$ cat src/hw/rtl/assert_macros.svh
// Assertion macros shared by the calibrator RTL.
// Needs a clk and an active-high rst in the module that uses them.
`ifndef ASSERT_MACROS_SVH
`define ASSERT_MACROS_SVH

// Property must hold at every clock edge outside reset.
`define ASSERT_HOLDS(label, prop, msg) \
  label: assert property (@(posedge clk) disable iff (rst) (prop)) else $error(msg);

// Boolean condition must never be true outside reset.
`define ASSERT_NEVER(label, cond, msg) \
  label: assert property (@(posedge clk) disable iff (rst) !(cond)) else $error(msg);

`endif

$ cat src/hw/rtl/mbc_pkg.sv
// Shared constants and types of the marker-framed bin calibrator.
// No dependencies; used by mbc_table, mbc_div and the top level.
package mbc_pkg;

  localparam int MAX_BINS_DEF = 64;
  localparam int BINS_W       = 7;
  localparam logic [BINS_W-1:0] BINS_RESET = 7'd4;

  localparam int SAMP_W  = 16;
  localparam int COEF_W  = 16;
  localparam int ENTRY_W = 2 * COEF_W;
  localparam int IDX_W   = 6;
  localparam int RES_W   = 32;

  // Divider widths: magnitude <= 2^31, divisor d <= 2^31.
  localparam int MAG_W  = 32;
  localparam int DEN_W  = 32;
  localparam int FRAC_SHIFT = 15;
  localparam int QUO_W  = MAG_W + FRAC_SHIFT;
  localparam int CNT_W  = $clog2(QUO_W + 1);

  localparam logic signed [SAMP_W-1:0] MARK_NEG_ONE = 16'sh8000;
  localparam logic signed [SAMP_W-1:0] MARK_ZERO    = 16'sh0000;

  typedef struct packed {
    logic busy;
    logic done;
  } div_stat_t;

endpackage

$ cat src/hw/rtl/mbc_table.sv
// Calibration coefficient memory: one write port, one registered read port.
// Uses mbc_pkg for the entry width.
module mbc_table import mbc_pkg::*; #(
  parameter int MAX_BINS = MAX_BINS_DEF,
  localparam int AW = (MAX_BINS > 1) ? $clog2(MAX_BINS) : 1
) (
  input  logic               clk,
  input  logic               wr_en,
  input  logic [AW-1:0]      wr_addr,
  input  logic [ENTRY_W-1:0] wr_data,
  input  logic [AW-1:0]      rd_addr,
  output logic [ENTRY_W-1:0] rd_data
);

  logic [ENTRY_W-1:0] mem [MAX_BINS];

  always_ff @(posedge clk) begin
    if (wr_en) begin
      mem[wr_addr] <= wr_data;
    end
  end

  always_ff @(posedge clk) begin
    rd_data <= mem[rd_addr];
  end

endmodule

$ cat src/hw/rtl/mbc_div.sv
// Restoring divider, one quotient bit per cycle: q = (mag*2^15 + d) / (2*d).
// Uses mbc_pkg for widths and the status struct; includes assert_macros.svh.
`include "assert_macros.svh"

module mbc_div import mbc_pkg::*; (
  input  logic             clk,
  input  logic             rst,
  input  logic             start,
  input  logic [MAG_W-1:0] mag,
  input  logic [DEN_W-1:0] den,
  output logic [QUO_W-1:0] quo,
  output div_stat_t        stat
);

  localparam logic [CNT_W-1:0] LAST = CNT_W'(QUO_W - 1);

  logic [QUO_W-1:0] nq;
  logic [DEN_W:0]   rem;
  logic [DEN_W:0]   dvs;
  logic [CNT_W-1:0] cnt;
  logic [DEN_W+1:0] trial;
  logic [DEN_W+1:0] diff;
  logic             fits;

  always_comb begin
    trial = {rem, nq[QUO_W-1]};
    diff  = trial - {1'b0, dvs};
    fits  = !diff[DEN_W+1];
  end

  always_ff @(posedge clk) begin
    if (rst) begin
      stat <= '0;
      cnt  <= '0;
    end else if (start) begin
      stat.busy <= 1'b1;
      stat.done <= 1'b0;
      cnt       <= '0;
    end else begin
      stat.done <= stat.busy && (cnt == LAST);
      if (stat.busy) begin
        cnt <= cnt + 1'b1;
        if (cnt == LAST) begin
          stat.busy <= 1'b0;
        end
      end
    end
  end

  always_ff @(posedge clk) begin
    if (start) begin
      nq  <= {mag, {FRAC_SHIFT{1'b0}}} + QUO_W'(den);
      dvs <= {den, 1'b0};
      rem <= '0;
    end else if (stat.busy) begin
      nq  <= {nq[QUO_W-2:0], fits};
      rem <= fits ? diff[DEN_W:0] : trial[DEN_W:0];
    end
  end

  assign quo = nq;

  `ASSERT_NEVER(a_start_while_busy, start && stat.busy, "divider restarted while busy")
  `ASSERT_NEVER(a_busy_and_done, stat.busy && stat.done, "divider busy and done together")
  `ASSERT_HOLDS(a_done_single, stat.done |=> !stat.done, "divider done held longer than a cycle")

endmodule

$ cat src/hw/rtl/marker_framed_bin_calibrator.sv
// Marker-framed bin calibrator, top level: framing control, multiply-accumulate
// sequencer and result register. Uses mbc_pkg, mbc_table, mbc_div, assert_macros.svh.
//
// Input channel (in_valid / in_stall): kind = 1 writes a calibration coefficient
//   (cal_index, cal_real, cal_imag); kind = 0 carries a sample (sample_real,
//   sample_imag). Idle marker is (0x8000,0x8000), gap marker (0,0x8000). A sweep
//   starts at the first sample that is not an idle marker; from it on, each sample
//   up to bins_in_use bins is divided by the coefficient of its bin and gives one
//   item on the output channel (out_valid / out_stall). Markers give nothing;
//   after bins_in_use bins a marker closes the sweep and an idle marker re-arms it.
// Config channel (cfg_valid / cfg_ready / cfg_data) writes bins_in_use; the user
//   must do so only while idle, which the block itself does not enforce.
// Steps: a calibrated sample goes through 1 table read, 6 steps of the shared
//   16x16 multiply-accumulate, 1 divisor check, two divider passes (47 quotient
//   bits each, one a cycle, plus the done strobe) and the emit step. in_stall
//   stays high meanwhile, so no new item is taken before the result is loaded
//   into the output register. A zero coefficient skips the divider passes.
// A result sits in the output register until taken; a stalled receiver holds the
//   next result back and with it the input. Reset clears framing to idle,
//   bins_in_use to 4 and out_valid; the coefficient table is not cleared.
`include "assert_macros.svh"

module marker_framed_bin_calibrator import mbc_pkg::*; #(
  parameter int MAX_BINS = MAX_BINS_DEF
) (
  input  logic                     clk,
  input  logic                     rst,
  input  logic                     in_valid,
  output logic                     in_stall,
  input  logic                     kind,
  input  logic signed [SAMP_W-1:0] sample_real,
  input  logic signed [SAMP_W-1:0] sample_imag,
  input  logic [IDX_W-1:0]         cal_index,
  input  logic signed [COEF_W-1:0] cal_real,
  input  logic signed [COEF_W-1:0] cal_imag,
  input  logic                     cfg_valid,
  output logic                     cfg_ready,
  input  logic [BINS_W-1:0]        cfg_data,
  output logic                     out_valid,
  input  logic                     out_stall,
  output logic signed [RES_W-1:0]  result_real,
  output logic signed [RES_W-1:0]  result_imag,
  output logic [IDX_W-1:0]         bin_number,
  output logic                     overflow_flag
);

  localparam int AW = (MAX_BINS > 1) ? $clog2(MAX_BINS) : 1;
  localparam int ACC_W = 2 * SAMP_W + 1;

  typedef enum logic [1:0] {P_IDLE, P_RCV, P_DONE} phase_t;
  typedef enum logic [2:0] {S_IDLE, S_READ, S_MAC, S_CHK, S_DIVR, S_DIVI, S_EMIT} seq_t;
  typedef enum logic [2:0] {M_XX, M_YY, M_AX, M_BY, M_BX, M_AY} mac_step_t;

  // Round-to-nearest quotient to a saturated 32-bit part; bit 32 flags saturation.
  function automatic logic [RES_W:0] sat_part(input logic [QUO_W-1:0] q, input logic neg);
    logic [RES_W:0] r;
    if (!neg) begin
      if (q[QUO_W-1:RES_W-1] != '0) r = {1'b1, 1'b0, {(RES_W-1){1'b1}}};
      else r = {1'b0, q[RES_W-1:0]};
    end else begin
      if (q[QUO_W-1:RES_W] != '0 || (q[RES_W-1] && q[RES_W-2:0] != '0)) begin
        r = {1'b1, 1'b1, {(RES_W-1){1'b0}}};
      end else begin
        r = {1'b0, -q[RES_W-1:0]};
      end
    end
    return r;
  endfunction

  // Control state
  phase_t            phase;
  seq_t              state;
  mac_step_t         step;
  logic [BINS_W-1:0] bins_in_use;
  logic [BINS_W-1:0] bin_index;

  // Work registers
  logic signed [SAMP_W-1:0] a_reg;
  logic signed [SAMP_W-1:0] b_reg;
  logic [BINS_W-1:0]        bin_cur;
  logic signed [ACC_W-1:0]  d_acc;
  logic signed [ACC_W-1:0]  nr_acc;
  logic signed [ACC_W-1:0]  ni_acc;
  logic [RES_W-1:0]         res_real;
  logic [RES_W-1:0]         res_imag;
  logic                     res_sat;
  logic                     div_neg;

  // Table and divider
  logic [ENTRY_W-1:0] rd_data;
  logic               tab_wr;
  logic signed [COEF_W-1:0] coef_x;
  logic signed [COEF_W-1:0] coef_y;
  logic [QUO_W-1:0]   quo;
  div_stat_t          div_st;
  logic               div_start;
  logic signed [ACC_W-1:0] num_sel;
  logic signed [ACC_W-1:0] num_abs;
  logic [RES_W:0]     part;

  // Framing decode
  logic              accept;
  logic              idle_mark;
  logic              marker;
  logic [BINS_W-1:0] limit;
  logic [BINS_W-1:0] bin_eff;
  logic              bins_full;
  logic              active;

  // Shared multiplier
  logic signed [SAMP_W-1:0]   op1;
  logic signed [SAMP_W-1:0]   op2;
  logic signed [2*SAMP_W-1:0] prod;
  logic signed [ACC_W-1:0]    prod_ext;

  assign in_stall  = (state != S_IDLE);
  assign cfg_ready = 1'b1;
  assign accept    = in_valid && !in_stall;

  always_comb begin
    idle_mark = (sample_real == MARK_NEG_ONE) && (sample_imag == MARK_NEG_ONE);
    marker    = (sample_imag == MARK_NEG_ONE) &&
                (sample_real == MARK_NEG_ONE || sample_real == MARK_ZERO);
    limit     = (32'(bins_in_use) > MAX_BINS) ? BINS_W'(MAX_BINS) : bins_in_use;
    bin_eff   = (phase == P_RCV) ? bin_index : '0;
    bins_full = (bin_eff >= limit);
    active    = (phase == P_RCV) || !idle_mark;
    tab_wr    = accept && kind && (32'(cal_index) < MAX_BINS);
  end

  mbc_table #(.MAX_BINS(MAX_BINS)) u_table (
    .clk     (clk),
    .wr_en   (tab_wr),
    .wr_addr (AW'(cal_index)),
    .wr_data ({cal_real, cal_imag}),
    .rd_addr (AW'(bin_cur)),
    .rd_data (rd_data)
  );

  assign coef_x = rd_data[ENTRY_W-1:COEF_W];
  assign coef_y = rd_data[COEF_W-1:0];

  // Operand select for the six multiply-accumulate steps
  always_comb begin
    unique case (step)
      M_XX:    begin op1 = coef_x; op2 = coef_x; end
      M_YY:    begin op1 = coef_y; op2 = coef_y; end
      M_AX:    begin op1 = a_reg;  op2 = coef_x; end
      M_BY:    begin op1 = b_reg;  op2 = coef_y; end
      M_BX:    begin op1 = b_reg;  op2 = coef_x; end
      M_AY:    begin op1 = a_reg;  op2 = coef_y; end
      default: begin op1 = '0;     op2 = '0;     end
    endcase
    prod     = op1 * op2;
    prod_ext = ACC_W'(prod);
  end

  // Divider feed: real numerator first, imaginary second
  always_comb begin
    num_sel   = (state == S_CHK) ? nr_acc : ni_acc;
    num_abs   = num_sel[ACC_W-1] ? -num_sel : num_sel;
    div_start = ((state == S_CHK) && (d_acc != '0)) || ((state == S_DIVR) && div_st.done);
    part      = sat_part(quo, div_neg);
  end

  mbc_div u_div (
    .clk   (clk),
    .rst   (rst),
    .start (div_start),
    .mag   (num_abs[MAG_W-1:0]),
    .den   (d_acc[DEN_W-1:0]),
    .quo   (quo),
    .stat  (div_st)
  );

  always_ff @(posedge clk) begin
    if (rst) begin
      phase       <= P_IDLE;
      state       <= S_IDLE;
      step        <= M_XX;
      bins_in_use <= BINS_RESET;
      bin_index   <= '0;
      out_valid   <= 1'b0;
    end else begin
      if (cfg_valid && cfg_ready) begin
        bins_in_use <= cfg_data;
      end
      if (out_valid && !out_stall) begin
        out_valid <= 1'b0;
      end
      unique case (state)
        S_IDLE: begin
          if (accept && !kind) begin
            if (phase == P_DONE) begin
              if (idle_mark) phase <= P_IDLE;
            end else if (active) begin
              bin_index <= bin_eff;
              if (marker) begin
                phase <= bins_full ? P_DONE : P_RCV;
              end else begin
                phase <= P_RCV;
                if (!bins_full) begin
                  // Claim the bin and start the computation
                  bin_index <= bin_eff + 1'b1;
                  bin_cur   <= bin_eff;
                  a_reg     <= sample_real;
                  b_reg     <= sample_imag;
                  state     <= S_READ;
                end
              end
            end
          end
        end
        S_READ: begin
          step  <= M_XX;
          state <= S_MAC;
        end
        S_MAC: begin
          unique case (step)
            M_XX:    begin d_acc  <= prod_ext;          step <= M_YY; end
            M_YY:    begin d_acc  <= d_acc + prod_ext;  step <= M_AX; end
            M_AX:    begin nr_acc <= prod_ext;          step <= M_BY; end
            M_BY:    begin nr_acc <= nr_acc + prod_ext; step <= M_BX; end
            M_BX:    begin ni_acc <= prod_ext;          step <= M_AY; end
            M_AY:    begin ni_acc <= ni_acc - prod_ext; state <= S_CHK; end
            default: step <= M_XX;
          endcase
        end
        S_CHK: begin
          if (d_acc == '0) begin
            res_real <= '0;
            res_imag <= '0;
            res_sat  <= 1'b1;
            state    <= S_EMIT;
          end else begin
            div_neg <= num_sel[ACC_W-1];
            state   <= S_DIVR;
          end
        end
        S_DIVR: begin
          if (div_st.done) begin
            res_real <= part[RES_W-1:0];
            res_sat  <= part[RES_W];
            div_neg  <= num_sel[ACC_W-1];
            state    <= S_DIVI;
          end
        end
        S_DIVI: begin
          if (div_st.done) begin
            res_imag <= part[RES_W-1:0];
            res_sat  <= res_sat | part[RES_W];
            state    <= S_EMIT;
          end
        end
        S_EMIT: begin
          // Load the output register once it is free or being taken
          if (!out_valid || !out_stall) begin
            result_real   <= res_real;
            result_imag   <= res_imag;
            bin_number    <= bin_cur[IDX_W-1:0];
            overflow_flag <= res_sat;
            out_valid     <= 1'b1;
            state         <= S_IDLE;
          end
        end
        default: state <= S_IDLE;
      endcase
    end
  end

  `ASSERT_HOLDS(a_done_in_div, div_st.done |-> (state == S_DIVR || state == S_DIVI),
                "divider finished outside a divide phase")
  `ASSERT_HOLDS(a_load_from_emit, $rose(out_valid) |-> $past(state == S_EMIT),
                "result loaded outside the emit step")
  `ASSERT_HOLDS(a_div_idle_out, (state == S_IDLE) |-> !div_st.busy,
                "divider busy while the block takes items")
  `ASSERT_NEVER(a_bin_write_busy, tab_wr && (state != S_IDLE),
                "table written while an item is in work")

endmodule

$ cat config.mk
export PLATFORM = sky130hd
export DESIGN_NAME = marker_framed_bin_calibrator
export DESIGN_NICKNAME = d
export VERILOG_FILES = /design/src/hw/rtl/mbc_pkg.sv /design/src/hw/rtl/mbc_table.sv /design/src/hw/rtl/mbc_div.sv /design/src/hw/rtl/marker_framed_bin_calibrator.sv
export VERILOG_INCLUDE_DIRS = /design/src /design/src/hw/rtl
export SDC_FILE = /design/constraint.sdc
export NUM_CORES = 2
export LEC_CHECK = 0
export ABC_AREA = 0
export BUFFER_PORTS_ARGS = -buffer_cell sky130_fd_sc_hd__buf_2
export CAP_MARGIN = 0
export CORE_AREA = 2 2 481 483
export CTS_BUF_LIST = sky130_fd_sc_hd__clkbuf_4 sky130_fd_sc_hd__clkbuf_8
export CTS_CLUSTER_DIAMETER = 80
export DETAILED_ROUTE_END_ITERATION = 16
export DIE_AREA = 0 0 483 485
export PLACE_DENSITY = 0.74
export SYNTH_ARGS = -nofsm -noshare
export SYNTH_HDL_FRONTEND = slang
export SYNTH_SLANG_ARGS = --single-unit
$ cat constraint.sdc
create_clock -name clk -period 11.2 [get_ports clk]
set_input_delay 1.12 -clock clk [delete_from_list [all_inputs] [get_ports clk]]
set_output_delay 1.12 -clock clk [all_outputs]
set_load 0.01 [all_outputs]
==> flow_metrics.py <==
metrics = {
    "status": {
        "outcome": "finished, final reports clean",
    },
    "die": {
        "die-height_um": 485,
        "dieWidth_um": 483,
        "num_io_pins": 157,
        "die-area_mm2": 0.2343,
        "start_util_pct": 49.82,
        "rows": 176,
        "core-area_mm2": 0.2290,
    },
    "drt": {
        "drc": 0,
        "dr.pass1.iters": 6,
        "viasPerCell": 6.065,
        "route.vias.total": 63863,
        "routed_wl_um": 284800,
        "drt_iter0_drc": 6775,
        "ant_nets": 0,
        "wl_per_cell_um": 27.05,
    },
    "clock_network": {
        "cts.sinks": 2497,
        "hold_buffers": 0,
        "cts_tree": "built",
        "clk_pin_slew_ps": 60,
        "cts_max_path_buffers": 4,
        "cts_root_buf": "clkbuf_8",
        "clk_latency_ps": 1130,
        "htree_levels": 5,
        "cts_buffers": 400,
    },
    "final_layout": {
        "area_growth_pct": 11.52,
        "regMostFlops": "u_table.mem",
        "fill_cells": 17243,
        "final_layout_size_suffix_gt1_share_pct": 23.69,
        "layout_commonest_cell": "edfxtp_1",
        "layout.nets": 7797,
        "design_area_mm2": 0.1272,
        "final_cell_count_no_fill": 10530,
        "layout_common_cells": "edfxtp_1 (2,401), mux4_2 (669), inv_1 (439)",
        "largest_reg_flops": 2048,
    },
    "logic_synthesis": {
        "synth_cells": 6774,
        "synth_async_sr_flop_share_pct": 0,
        "yosysWarnings": 0,
        "ys_types": 93,
        "synth-seq-cells": 2497,
        "netlist_area_mm2": 0.1141,
        "avgSynthCellArea_um2": 16.84,
        "synth_edf_count": 2401,
        "yosysSeqAreaShare_pct": 64.88,
        "syn_nets": 7362,
        "ys.flop_type": "edfxtp_1",
    },
    "critical_path": {
        "startpoint_type": "flop",
        "cpMaxStageDelayCell": "fa_1",
        "path_common_cell": "fa_1",
        "slowest_delay_ps": 560,
        "critPathMaxFanout": 14,
        "critPathRequiredTime_ps": 11970,
        "endpoint_kind": "flop",
        "worst_ep_arrival_time_ps": 11370,
        "critPathKind": "flop to flop",
    },
    "placement": {
        "placed_area_mm2": 0.1194,
        "gp_congestion": 0.9227,
        "hpwl_um": 178900,
        "place.port_buffers": 155,
        "dpl.cell_count": 9832,
    },
    "timing": {
        "finalCriticalPeriod_ps": 10600,
        "tightest_slew_ps": 1190,
        "fin_skew_ps": 173.4,
        "timing.final.crit_share_pct": 94.66,
        "fmax_mhz": 94.32,
        "setup_tns_ps": 0,
        "finalSetupViolCount": 0,
        "grt_setup_unrepaired": "no",
        "relSlewSlack_pct": 20.68,
        "hold_violations": 0,
        "slew_viol_final": 0,
    },
    "global_routing": {
        "antenna_found_initial": 37,
        "grt_max_degree": 130,
        "grt_overflow": 0,
        "grt_pass1_wl_um": 420400,
        "grt_pass1_vias": 64159,
        "gr-usage-all-layers_pct": 24.20,
    },
    "min_path": {
        "min_path_type": "input port to flop",
    },
    "job": {
        "drv_cap": 0,
    },
}
cell type report:
cell class | instances | area, um2 | area share, %
diodes | 8 | 20.02 | 0.01573
clock inverters | 134 | 969.7 | 0.7621
multi-input cells | 3538 | 37830 | 29.74
flip-flops and latches | 2497 | 74030 | 58.19
inverters | 443 | 1667 | 1.310
clock buffers | 555 | 6763 | 5.315
repair buffers | 329 | 2161 | 1.698
well taps | 3026 | 3786 | 2.976
path summary, 6_finish.rpt:
kind         cells after the start                  startpoint  slack, ps                   endpoint
max                             41        step[2]$_SDFFE_PP0P_        600       ni_acc[32]$_DFFE_PP_
min                              1              sample_real[2]        280         a_reg[2]$_DFFE_PP_
max reg2reg                     41        step[2]$_SDFFE_PP0P_        600       ni_acc[32]$_DFFE_PP_
min reg2reg                      0  res_real[23]$_SDFFCE_PN0P_        380  result_real[23]$_DFFE_PP_
cells in the mapped netlist, drive strengths merged (6+ instances only):
library cell	instances	share of area [%]
o21a	17	0.11
a311oi	7	0.054
or3	38	0.23
or2	15	0.082
a22oi	32	0.21
o21ai	211	0.93
a21boi	6	0.039
nand3	54	0.24
nor3	78	0.35
a21o	65	0.43
buf	83	0.31
fa	267	4.7
edfxtp	2401	63
xnor2	141	1.1
o311ai	30	0.25
nor4	27	0.15
xor2	69	0.53
a211o	17	0.13
nand3b	10	0.066
and2	57	0.31
nor2b	65	0.36
nor2	419	1.4
nand4	19	0.10
ha	238	2.6
a21oi	192	0.84
mux2	33	0.33
a211oi	47	0.31
mux2i	68	0.60
o21bai	29	0.19
nand2	384	1.3
mux4	669	13
a31oi	29	0.16
and3	18	0.099
or4	9	0.066
dfxtp	96	1.7
clkbuf	213	0.70
inv	441	1.5
nand2b	49	0.27
o211ai	22	0.14
o41ai	6	0.046
o31ai	18	0.12
through the flow:
step / worst slack, ps / util [%] / hold WS, ps
3_5_place_dp: 434.0 / 52.16 / 404.5
6_report: 598.2 / 55.56 / 278.5
5_1_grt: 23.10 / 55.55 / 231.5
4_1_cts: 418.1 / 55.53 / 173.3
3_3_place_gp: 630.9 / 52.16 / 406.0
2_1_floorplan: 784.7 / - / 400.3
cells by family after synthesis:
kind of cell | count (synthesis) | synth area share (%)
AOI/OAI and AO/OA | 786 | 4.439
xor gates and xnor gates | 210 | 1.612
adders and majority gates | 510 | 7.340
buffers and inverters | 739 | 2.468
DFF | 2497 | 64.88
muxes | 770 | 14.13
other | 1 | 0.003287
and+or+nand+nor | 1261 | 5.129
layer usage:
metal	share of wire (%)	up-vias	wire [um]	global-route usage, %
met4	3.3	12	9532	8.185
met2	50	3052	142700	40.72
li1	-	27140	-	-
met5	0.027	-	78	0
met1	39	33093	110200	31.88
met3	7.8	566	22310	4.502
worst max-delay path, delay by kind of cell (launching register included):
family	cells	cell delay [ps]
xor gates and xnor gates	2	290
and+or+nand+nor	6	1130
muxes	1	340
adders and majority gates	9	4020
buffers and inverters	8	810
DFF	1	410
AOI/OAI and AO/OA	15	3320
repair_timing:
action / in CTS / in global routing
buffers inserted: 0 / 1
gates resized for setup: 0 / 9
setup endpoints to repair: 0 / 2
Power is not shown: default switching activity piles up to over one toggle a cycle in this logic, so the estimate is an artifact.
